===== config.mk =====
export PLATFORM = sky130hd
export DESIGN_NAME = pid_controller_step
export DESIGN_NICKNAME = d
export VERILOG_FILES = /design/src/hdl/pid_pkg.sv /design/src/hdl/pid_controller_step.sv
export SDC_FILE = /design/constraint.sdc
export NUM_CORES = 2
export LEC_CHECK = 0
export ABC_AREA = 1
export ABC_CLOCK_PERIOD_IN_PS = 8800
export BUFFER_PORTS_ARGS = -buffer_cell sky130_fd_sc_hd__buf_2
export CAP_MARGIN = 20
export CORE_ASPECT_RATIO = 0.9
export CORE_MARGIN = 4
export CORE_UTILIZATION = 40
export CTS_CLUSTER_SIZE = 20
export DETAILED_ROUTE_END_ITERATION = 6
export PLACE_DENSITY = 0.64
export SLEW_MARGIN = 20
export SYNTH_ARGS = -nofsm -noshare
export SYNTH_HDL_FRONTEND = slang
export SYNTH_SLANG_ARGS = --single-unit

===== constraint.sdc =====
create_clock -name i_clk -period 8.8 [get_ports i_clk]
set_input_delay 0.44 -clock i_clk [delete_from_list [all_inputs] [get_ports i_clk]]
set_output_delay 0.44 -clock i_clk [all_outputs]
set_load 0.02 [all_outputs]

===== src/hdl/pid_pkg.sv =====
package pid_pkg;

    localparam int DATA_WIDTH = 16;
    localparam int FRAC_BITS  = 8;
    localparam int INT_W      = 32;

    localparam int ERR_W  = DATA_WIDTH + 1;
    localparam int DIFF_W = DATA_WIDTH + 2;
    localparam int DIV_W  = DIFF_W + FRAC_BITS;
    localparam int DER_W  = DIV_W + 1;
    localparam int MA_W   = DATA_WIDTH + 1;
    localparam int MB_W   = (DER_W > INT_W) ? DER_W : INT_W;
    localparam int PROD_W = MA_W + MB_W;
    localparam int INC_W  = PROD_W - FRAC_BITS;
    localparam int SUM_W  = ((INC_W > INT_W) ? INC_W : INT_W) + 1;
    localparam int ACC_W  = PROD_W + 2;
    localparam int CNT_W  = $clog2(DIV_W);
    localparam int IDX_W  = 3;

    typedef logic [IDX_W-1:0] t_reg_idx;

    localparam t_reg_idx REG_KP     = 3'd0;
    localparam t_reg_idx REG_KI     = 3'd1;
    localparam t_reg_idx REG_KD     = 3'd2;
    localparam t_reg_idx REG_TARGET = 3'd3;
    localparam t_reg_idx REG_PERIOD = 3'd4;

    localparam logic [DATA_WIDTH-1:0] RST_KP     = DATA_WIDTH'(256);
    localparam logic [DATA_WIDTH-1:0] RST_KI     = DATA_WIDTH'(26);
    localparam logic [DATA_WIDTH-1:0] RST_KD     = DATA_WIDTH'(128);
    localparam logic [DATA_WIDTH-1:0] RST_TARGET = DATA_WIDTH'(6400);
    localparam logic [DATA_WIDTH-1:0] RST_PERIOD = DATA_WIDTH'(256);

    localparam logic [INT_W-1:0] INT_MAX = {1'b0, {(INT_W-1){1'b1}}};
    localparam logic [INT_W-1:0] INT_MIN = {1'b1, {(INT_W-1){1'b0}}};

endpackage


===== src/hdl/pid_controller_step.sv =====
// Positional PID controller, one drive beat per measured-sample beat. One
// shared 17 x 32 signed multiplier serves the integral increment and the
// three gain products in turn, and a restoring divider retires one quotient
// bit a cycle into a 26-bit quotient for the derivative. A zero sample
// period skips the divider and its sign step. The input stays stalled until
// the result is in the output register, so no new sample is taken while one
// is in progress; a stalled output that still holds the last result also
// holds back that load.
// Writing any gain, target or period register clears the integral and the
// previous error.
module pid_controller_step (
    input  logic                                  i_clk,
    input  logic                                  i_rst_n,
    input  logic                                  i_cfg_we,
    input  logic [pid_pkg::IDX_W-1:0]             i_cfg_index,
    input  logic [pid_pkg::DATA_WIDTH-1:0]        i_cfg_data,
    input  logic                                  i_in_valid,
    output logic                                  o_in_stall,
    input  logic signed [pid_pkg::DATA_WIDTH-1:0] i_measured_value,
    output logic                                  o_out_valid,
    input  logic                                  i_out_stall,
    output logic signed [pid_pkg::INT_W-1:0]      o_drive,
    output logic                                  o_saturated
);

    typedef enum logic [3:0] {
        S_IDLE,
        S_MINC,
        S_INT,
        S_DIV,
        S_DSGN,
        S_MP,
        S_MI,
        S_MD,
        S_MS,
        S_OUT
    } t_state;

    t_state r_state;

    logic signed [pid_pkg::DATA_WIDTH-1:0] r_kp;
    logic signed [pid_pkg::DATA_WIDTH-1:0] r_ki;
    logic signed [pid_pkg::DATA_WIDTH-1:0] r_kd;
    logic signed [pid_pkg::DATA_WIDTH-1:0] r_target;
    logic        [pid_pkg::DATA_WIDTH-1:0] r_period;

    logic signed [pid_pkg::INT_W-1:0]  r_int;
    logic signed [pid_pkg::ERR_W-1:0]  r_prev;
    logic signed [pid_pkg::ERR_W-1:0]  r_err;
    logic signed [pid_pkg::PROD_W-1:0] r_prod;
    logic signed [pid_pkg::ACC_W-1:0]  r_acc;
    logic signed [pid_pkg::DER_W-1:0]  r_deriv;
    logic        [pid_pkg::DIV_W-1:0]  r_quo;
    logic        [pid_pkg::DATA_WIDTH-1:0] r_rem;
    logic        [pid_pkg::CNT_W-1:0]  r_cnt;
    logic                              r_dsign;
    logic                              r_clip;
    logic                              r_out_valid;
    logic signed [pid_pkg::INT_W-1:0]  r_drive;
    logic                              r_sat;

    logic signed [pid_pkg::MA_W-1:0]   mul_a;
    logic signed [pid_pkg::MB_W-1:0]   mul_b;
    logic signed [pid_pkg::PROD_W-1:0] mul_p;
    logic signed [pid_pkg::INC_W-1:0]  inc;
    logic signed [pid_pkg::SUM_W-1:0]  int_sum;
    logic                              int_ovf;
    logic signed [pid_pkg::INT_W-1:0]  int_next;
    logic signed [pid_pkg::ERR_W:0]    diff;
    logic        [pid_pkg::DIFF_W-1:0] diff_mag;
    logic        [pid_pkg::DATA_WIDTH:0] rem_sh;
    logic                              q_bit;
    logic        [pid_pkg::DATA_WIDTH:0] rem_sub;
    logic signed [pid_pkg::ACC_W-1:0]  acc_add;
    logic                              drv_ovf;
    logic signed [pid_pkg::INT_W-1:0]  drv_next;
    logic                              in_take;
    logic                              out_take;
    logic                              out_load;
    logic                              cfg_hit;

    assign o_in_stall  = (r_state != S_IDLE);
    assign o_out_valid = r_out_valid;
    assign o_drive     = r_drive;
    assign o_saturated = r_sat;

    assign in_take  = i_in_valid && !o_in_stall;
    assign out_take = r_out_valid && !i_out_stall;
    assign out_load = (r_state == S_OUT) && (!r_out_valid || !i_out_stall);
    assign cfg_hit  = i_cfg_we && (i_cfg_index <= pid_pkg::REG_PERIOD);

    always_comb begin
        unique case (r_state)
            S_MINC: begin
                mul_a = pid_pkg::MA_W'(r_err);
                mul_b = $signed(pid_pkg::MB_W'(r_period));
            end
            S_MI: begin
                mul_a = pid_pkg::MA_W'(r_ki);
                mul_b = pid_pkg::MB_W'(r_int);
            end
            S_MD: begin
                mul_a = pid_pkg::MA_W'(r_kd);
                mul_b = pid_pkg::MB_W'(r_deriv);
            end
            default: begin
                mul_a = pid_pkg::MA_W'(r_kp);
                mul_b = pid_pkg::MB_W'(r_err);
            end
        endcase
    end

    assign mul_p = mul_a * mul_b;

    assign inc      = r_prod[pid_pkg::PROD_W-1:pid_pkg::FRAC_BITS];
    assign int_sum  = pid_pkg::SUM_W'(r_int) + pid_pkg::SUM_W'(inc);
    assign int_ovf  = (int_sum[pid_pkg::SUM_W-1:pid_pkg::INT_W-1] != '0) &&
                      (int_sum[pid_pkg::SUM_W-1:pid_pkg::INT_W-1] != '1);
    assign int_next = int_ovf ?
        (int_sum[pid_pkg::SUM_W-1] ? pid_pkg::INT_MIN : pid_pkg::INT_MAX) :
        int_sum[pid_pkg::INT_W-1:0];

    assign diff     = (pid_pkg::ERR_W+1)'(r_err) - (pid_pkg::ERR_W+1)'(r_prev);
    assign diff_mag = diff[pid_pkg::ERR_W] ? pid_pkg::DIFF_W'(-diff)
                                           : pid_pkg::DIFF_W'(diff);

    assign rem_sh  = {r_rem, r_quo[pid_pkg::DIV_W-1]};
    assign q_bit   = (rem_sh >= {1'b0, r_period});
    assign rem_sub = rem_sh - {1'b0, r_period};

    assign acc_add  = r_acc + pid_pkg::ACC_W'(r_prod);
    assign drv_ovf  = (r_acc[pid_pkg::ACC_W-1:pid_pkg::FRAC_BITS+pid_pkg::INT_W-1] != '0) &&
                      (r_acc[pid_pkg::ACC_W-1:pid_pkg::FRAC_BITS+pid_pkg::INT_W-1] != '1);
    assign drv_next = drv_ovf ?
        (r_acc[pid_pkg::ACC_W-1] ? pid_pkg::INT_MIN : pid_pkg::INT_MAX) :
        r_acc[pid_pkg::FRAC_BITS+pid_pkg::INT_W-1:pid_pkg::FRAC_BITS];

    always_ff @(posedge i_clk) begin
        if (!i_rst_n) begin
            r_state     <= S_IDLE;
            r_kp        <= pid_pkg::RST_KP;
            r_ki        <= pid_pkg::RST_KI;
            r_kd        <= pid_pkg::RST_KD;
            r_target    <= pid_pkg::RST_TARGET;
            r_period    <= pid_pkg::RST_PERIOD;
            r_int       <= '0;
            r_prev      <= '0;
            r_cnt       <= '0;
            r_clip      <= 1'b0;
            r_out_valid <= 1'b0;
        end else begin
            if (cfg_hit) begin
                unique case (i_cfg_index)
                    pid_pkg::REG_KP:     r_kp     <= i_cfg_data;
                    pid_pkg::REG_KI:     r_ki     <= i_cfg_data;
                    pid_pkg::REG_KD:     r_kd     <= i_cfg_data;
                    pid_pkg::REG_TARGET: r_target <= i_cfg_data;
                    default:             r_period <= i_cfg_data;
                endcase
                r_int  <= '0;
                r_prev <= '0;
            end

            if (out_take && !out_load) begin
                r_out_valid <= 1'b0;
            end

            unique case (r_state)
                S_IDLE: begin
                    if (in_take) begin
                        r_err   <= pid_pkg::ERR_W'(r_target) -
                                   pid_pkg::ERR_W'(i_measured_value);
                        r_clip  <= 1'b0;
                        r_state <= S_MINC;
                    end
                end
                S_MINC: begin
                    r_prod  <= mul_p;
                    r_state <= S_INT;
                end
                S_INT: begin
                    r_int   <= int_next;
                    r_clip  <= int_ovf;
                    r_prev  <= r_err;
                    r_dsign <= diff[pid_pkg::ERR_W];
                    r_quo   <= {diff_mag, {pid_pkg::FRAC_BITS{1'b0}}};
                    r_rem   <= '0;
                    r_cnt   <= '0;
                    if (r_period == '0) begin
                        r_deriv <= '0;
                        r_state <= S_MP;
                    end else begin
                        r_state <= S_DIV;
                    end
                end
                S_DIV: begin
                    r_quo <= {r_quo[pid_pkg::DIV_W-2:0], q_bit};
                    r_rem <= q_bit ? rem_sub[pid_pkg::DATA_WIDTH-1:0]
                                   : rem_sh[pid_pkg::DATA_WIDTH-1:0];
                    r_cnt <= r_cnt + 1'b1;
                    if (r_cnt == pid_pkg::CNT_W'(pid_pkg::DIV_W-1)) begin
                        r_state <= S_DSGN;
                    end
                end
                S_DSGN: begin
                    r_deriv <= r_dsign ? -$signed(pid_pkg::DER_W'(r_quo))
                                       : $signed(pid_pkg::DER_W'(r_quo));
                    r_state <= S_MP;
                end
                S_MP: begin
                    r_prod  <= mul_p;
                    r_acc   <= '0;
                    r_state <= S_MI;
                end
                S_MI: begin
                    r_acc   <= acc_add;
                    r_prod  <= mul_p;
                    r_state <= S_MD;
                end
                S_MD: begin
                    r_acc   <= acc_add;
                    r_prod  <= mul_p;
                    r_state <= S_MS;
                end
                S_MS: begin
                    r_acc   <= acc_add;
                    r_state <= S_OUT;
                end
                S_OUT: begin
                    if (out_load) begin
                        r_drive     <= drv_next;
                        r_sat       <= r_clip || drv_ovf;
                        r_out_valid <= 1'b1;
                        r_state     <= S_IDLE;
                    end
                end
                default: begin
                    r_state <= S_IDLE;
                end
            endcase
        end
    end

`ifndef SYNTH
    a_take_starts: assert property (@(posedge i_clk) disable iff (!i_rst_n)
        in_take |=> (r_state == S_MINC))
        else $error("accepted beat did not start the sequence");

    a_div_count: assert property (@(posedge i_clk) disable iff (!i_rst_n)
        (r_state == S_DIV) |-> (r_cnt <= pid_pkg::CNT_W'(pid_pkg::DIV_W-1)))
        else $error("divider count out of range");

    a_div_rem: assert property (@(posedge i_clk) disable iff (!i_rst_n)
        (r_state == S_DIV) |-> (r_rem < r_period))
        else $error("divider remainder not below period");

    a_out_from_seq: assert property (@(posedge i_clk) disable iff (!i_rst_n)
        $rose(r_out_valid) |-> $past(r_state == S_OUT))
        else $error("result beat raised outside the output step");
`endif

endmodule


### Word-level counts from Yosys, hierarchy flattened

Cells that the tools add are included.

| operators by class | value |
|---|---|
| add/subtract/negate cells | 8 |
| multipliers | 1 |
| $lt $le $gt $ge | 2 |
| equality and inequality tests | 19 |
| muxes and demuxes | 29 |
| bitwise logic cells | 1 |
| reduce and logical (&&, ||, !) cells | 41 |

Operators by type and width:

| cell | count |
|---|---|
| 32-bit two-way mux | 6 |
| 51-bit one-hot mux with 2 select lines | 1 |
| 32-bit one-hot mux with 3 select lines | 1 |
| 27-bit two-way mux | 2 |
| 27-bit one-hot mux with 2 select lines | 1 |
| 26-bit one-hot mux with 2 select lines | 1 |
| 51-bit by 49-bit adder with 51-bit output | 1 |
| 17-bit one-hot mux with 3 select lines | 1 |
| 17-bit by 32-bit multiplier with 49-bit output | 1 |
| 32-bit by 41-bit adder with 42-bit output | 1 |
| 4-bit one-hot mux with 10 select lines | 1 |
| 17-bit two-way mux | 2 |
| 16-bit one-hot mux with 2 select lines | 1 |
| 26-bit negator with 27-bit output | 1 |
| 2-bit AND reduction | 10 |
| 18-bit two-way mux | 1 |
| 18-bit negator | 1 |
| 17-bit by 17-bit subtractor with 18-bit output | 1 |
| 17-bit by 16-bit >= comparator with 1-bit output | 1 |
| 16-bit by 16-bit subtractor with 17-bit output | 1 |
| 4-bit by 3-bit == test with 1-bit output (second input constant) | 4 |
| 16-bit logical NOT | 1 |
| 16-bit two-way mux | 1 |
| 16-bit subtractor | 1 |
| other kinds (29) | 58 |

| storage, ports and cells | value |
|---|---|
| flip-flop bits (word level) | 360 |
| bits of input ports | 40 |
| output and inout bits | 35 |
| word-level logic and storage cells | 121 |

### Longest topological paths before layout

| depth | value |
|---|---|
| depth in word-level cells | 8 |
| depth in mapped cells | 39 |
| mapped depth without buffers | 37 |

### Least setup slack after synthesis

Ideal clock, no wire load.

| timing | value |
|---|---|
| path kind | flip-flop to flip-flop |
| start point | reg r_state[0] |
| end point | reg r_prod[31] in the netlist's numbering, data pin |
| library setup time | 0.259 ns |
| arrival time | 6.675 ns |
| path slack | 1.867 ns |
| cell stages (with the launch flop) | 36 |
| buffers on the path | 3 |
| clock period less this slack | 6.933 ns |
| cell sequence | dfxtp_1 -> inv_2 -> nor2_2 -> inv_2 -> nor2_8 -> nor2_4 -> inv_2 -> buf_6 -> buf_4 -> o2111ai_1 -> o21a_1 -> buf_2 -> inv_1 -> nor2_1 -> fa_1 -> inv_1 -> fa_1 -> fa_1 -> fa_1 -> inv_1 -> fa_1 -> inv_1 -> fa_1 -> inv_1 -> ha_1 -> nand2_1 -> nor2_1 -> nand4_1 -> nor2_1 -> nor2_1 -> o21ai_0 -> a21oi_1 -> o21ai_0 -> nand3_1 -> nand2_1 -> xor2_1 |

| between the ends | value |
|---|---|
| cells in the longest elaborated chain, start to end | 3 |
| elaborated cells on any way between the ends | 6 |
| classes of those cells | 1 x mul; 3 x eq/ne; 2 x mux |

RTL lines:

| what | line | source |
|---|---|---|
| from (decl) | pid_controller_step.sv:39 | `t_state r_state;` |
| from (signal assigned) | pid_controller_step.sv:140 | `r_state <= S_IDLE;` |
| from (signal assigned) | pid_controller_step.sv:174 | `r_state <= S_MINC;` |
| from (signal assigned) | pid_controller_step.sv:179 | `r_state <= S_INT;` |
| 4-bit by 3-bit == test with 1-bit output or 4-bit by 1-bit == test with 1-bit output (tied branches) | pid_controller_step.sv:93 | `unique case (r_state)` |
| 17-bit one-hot mux with 3 select lines or 32-bit one-hot mux with 3 select lines (tied branches) | pid_controller_step.sv:93 |  |
| 17-bit by 32-bit multiplier with 49-bit output * | pid_controller_step.sv:113 | `assign mul_p = mul_a * mul_b;` |
| net mul_p, one bit | pid_controller_step.sv:64 | `logic signed [pid_pkg::PROD_W-1:0] mul_p;` |
| to (signal assigned) | pid_controller_step.sv:178 | `r_prod <= mul_p;` |
| to (signal assigned) | pid_controller_step.sv:211 | `r_prod <= mul_p;` |
| to (signal assigned) | pid_controller_step.sv:217 | `r_prod <= mul_p;` |
| to (decl) | pid_controller_step.sv:50 | `logic signed [pid_pkg::PROD_W-1:0] r_prod;` |

The timed path passes the listed nets; every way through them passes the cells marked *.
A chain may end at the register's enable or synchronous reset.

### Worst setup path after layout

| timing | value |
|---|---|
| start point | reg r_state[0] |
| end point | reg r_prod[47] in the netlist's numbering, data pin |

The elaborated chain is that of the path after synthesis.

==> metrics.yaml <==
timing:
  layout_min_cycle_time_ns: 8.30
  worst_pin_slew_ns: 1.11
  slew_violations: 0
  rsz0062_at_grt: "false"
  timing.fmax_mhz: 121
  hold_violations: 0
  fin_setup_tns_ns: 0
  min_period_over_period_pct: 94.3
  maxSlewHeadroom_pct: 25.6
  fin_ws_ns: 0.504
  setup_viol: 0
  hold_slack_ns: 0.162
  skew_ns: 0.0429
grt:
  grt_max_degree: 89
  grt_first_pass_wirelength_um: 211000
  grt_overflow: 0
  grt_antenna_before_repair: 0
  grtUsageTotal_pct: 24.7
  grt_pass1_vias: 35900
clocking:
  cts_buffers: 43
  ctsLongestPathBuffers: 3
  clkLatencyLatePin_ns: 0.58
  tritoncts: "built"
  clkTransAtPathRegs_ns: 0.07
  cts_resized: 0
  root_buffer: "clkbuf_16"
  cts.sinks: 360
  htreeDepth: 2
job:
  drv_cap: 0
floorplanning:
  dieArea_mm2: 0.111
  die_h_um: 316
  core_area_mm2: 0.104
  num_io_pins: 75
  rows: 112
  die_w_um: 350
  initial_core_util_pct: 40.4
yosys:
  synth_area_mm2: 0.0421
  syn-num-nets: 6187
  ys_seq_area_share_pct: 22.3
  synth.avg_cell_area_um2: 7.85
  synth_cell_types: 61
  ys_seq_elements: 360
  netlist_instances: 5362
  synthFlopType: "edfxtp_1"
  synth-edff-count: 220
  synth_area_leaders: "fa_1 (25%), edfxtp_1 (16%), nand2_1 (9.9%), inv_1 (9.2%), ha_1 (7.7%)"
  synth_top_area_share_pct: 25.0
  synth_area_leader_cell: "fa_1"
  synth-warning-count: 0
  postSynth.asyncResetShare_pct: 0
worst_setup_path:
  critPathArrivalTime_ns: 8.58
  cp.required_ns: 9.09
  setup.worst_path.start: "r_state[0]"
  worstSetupEndpoint: "r_prod[47]"
  crit_type: "register to register"
  worstPathMaxFanout: 36
  reg2reg_from: "r_state[0]"
  cp_slowest_cell: "fa_1"
  ff2ff_path_depth: 31
  endpoint_kind: "register"
  max_stage_delay_ns: 0.53
  r2r_end: "r_prod[47]"
  start_kind: "register"
  regToRegSetupSlack_ns: 0.50
place:
  port_buffers: 74
  hpwl_um: 111000
  gp_congestion: 0.996
  pre_cts_slack_ns: 0.543
  placed_cells: 6756
detailed_routing:
  wl_per_cell_um: 19.9
  drt_iter0_drc: 3521
  final_antenna_net_count: 0
  drt_wl_total_um: 136000
  viasPerCell: 5.32
  vias: 36400
  drc: 0
  dr.pass1.iters: 6
finish:
  fillCellCount: 10400
  finalNetCount: 6262
  fin_cells: 6840
  area_growth_pct: 9.05
  layout-drive-gt1-share_pct: 6.43
  antenna_cells: 0
outcome:
  status: "completed"
hold_path:
  hold_path_startpoint: "i_cfg_data[4]"
  worstHoldPathType: "primary input to register"
==> worst min path at each step <==
stage,endpoint,slack [ns],cells after the start
floorplan,r_kd[3],0.43,2
global placement,r_kd[8],0.44,2
detailed placement,r_ki[5],0.45,2
CTS,r_ki[4],0.15,3
global route,r_ki[4],0.17,3
finish,r_ki[4],0.16,3
==> logic make-up (layout without fill, tap and decap cells) <==
family | after synthesis | in the layout | share of synthesized area [%]
simple gates | 2020 | 2020 | 19.4
buf+inv | 1211 | 1321 | 11.2
compound gates | 858 | 858 | 11.7
fa+ha+maj | 785 | 785 | 32.7
flops | 360 | 360 | 22.3
xor+xnor | 128 | 128 | 2.66
==> sequential cells by signal, indices dropped and copies added (netlist names), 17 cells and up <==
name / count
r_err: 17
r_prod: 49
r_int: 32
r_deriv: 27
r_prev: 17
o_drive: 32
r_quo: 26
r_acc: 51
==> placed cells by master (no fill, tap or decap), types with 15 or more instances in the layout <==
master	netlist	final
nand3_1	132	132
fa_1	526	526
o21a_1	51	51
buf_4	9	101
o2111ai_1	26	26
nor2_2	17	20
inv_1	1034	1032
nor3_1	43	43
nor4_1	18	18
clkinv_1	16	17
buf_2	71	74
dfxtp_1	140	140
ha_1	259	259
a21oi_1	362	361
nand2_1	1107	1107
edfxtp_1	220	220
xor2_1	75	75
nor2_1	618	613
a31oi_1	44	44
clkbuf_16	0	48
nand4_1	30	30
inv_2	14	15
nand2_2	20	20
o21ai_0	264	264
xnor2_1	53	53
==> through the flow <==
step	util (%)	cell area, um2
4_1_cts	44.1	45900
3_5_place_dp	42.6	44300
6_report	44.1	45900
3_3_place_gp	42.6	44300
2_1_floorplan	-	42100
5_1_grt	44.1	45900
==> cell type report <==
cell class / instances / area, um2 / area share (%)
clock buffers: 57 / 1250 / 2.73
clock inverters: 23 / 309 / 0.673
inverters: 1064 / 3990 / 8.70
multi-input cells: 3791 / 28100 / 61.1
flip-flops and latches: 360 / 9410 / 20.5
well taps: 1368 / 1710 / 3.73
repair buffers: 177 / 1160 / 2.53
==> Yosys cell counts (11+ instances only) <==
library cell	n
a21oi_1	362
a31oi_1	44
buf_2	71
clkbuf_1	57
clkinv_1	16
dfxtp_1	140
edfxtp_1	220
fa_1	526
ha_1	259
inv_1	1034
inv_2	14
nand2_1	1107
nand2_2	20
nand3_1	132
nand3_2	11
nand4_1	30
nor2_1	618
nor2_2	17
nor3_1	43
nor4_1	18
o2111ai_1	26
o211ai_1	13
o21a_1	51
o21ai_0	264
o22ai_1	14
xnor2_1	53
xor2_1	75
==> what timing repair did <==
item / 4_1_cts / 5_1_grt
setup buffers: 0 / 3
setup endpoints to repair: 0 / 4
hold buffers: 0 / 0
==> worst max-delay path: cells and delay by family, from the launching register on <==
kind / cells / cell delay (ns)
compound gates: 8 / 1.68
flops: 1 / 0.46
fa+ha+maj: 7 / 3.37
xor+xnor: 1 / 0.09
simple gates: 4 / 0.62
buf+inv: 11 / 1.73
==> layer usage <==
metal / GRT usage, % / vias to the layer above / part of all wire [%]
met2: 37.0 / 1466 / 42
met1: 36.7 / 17700 / 46
met5: 0 / - / 0
met3: 4.79 / 203 / 9.3
li1: - / 17000 / -
met4: 6.31 / 0 / 2.8
Power is left out: the tool's default activity adds up to more than one toggle a clock period on the data nets, which glitch-free logic cannot reach.
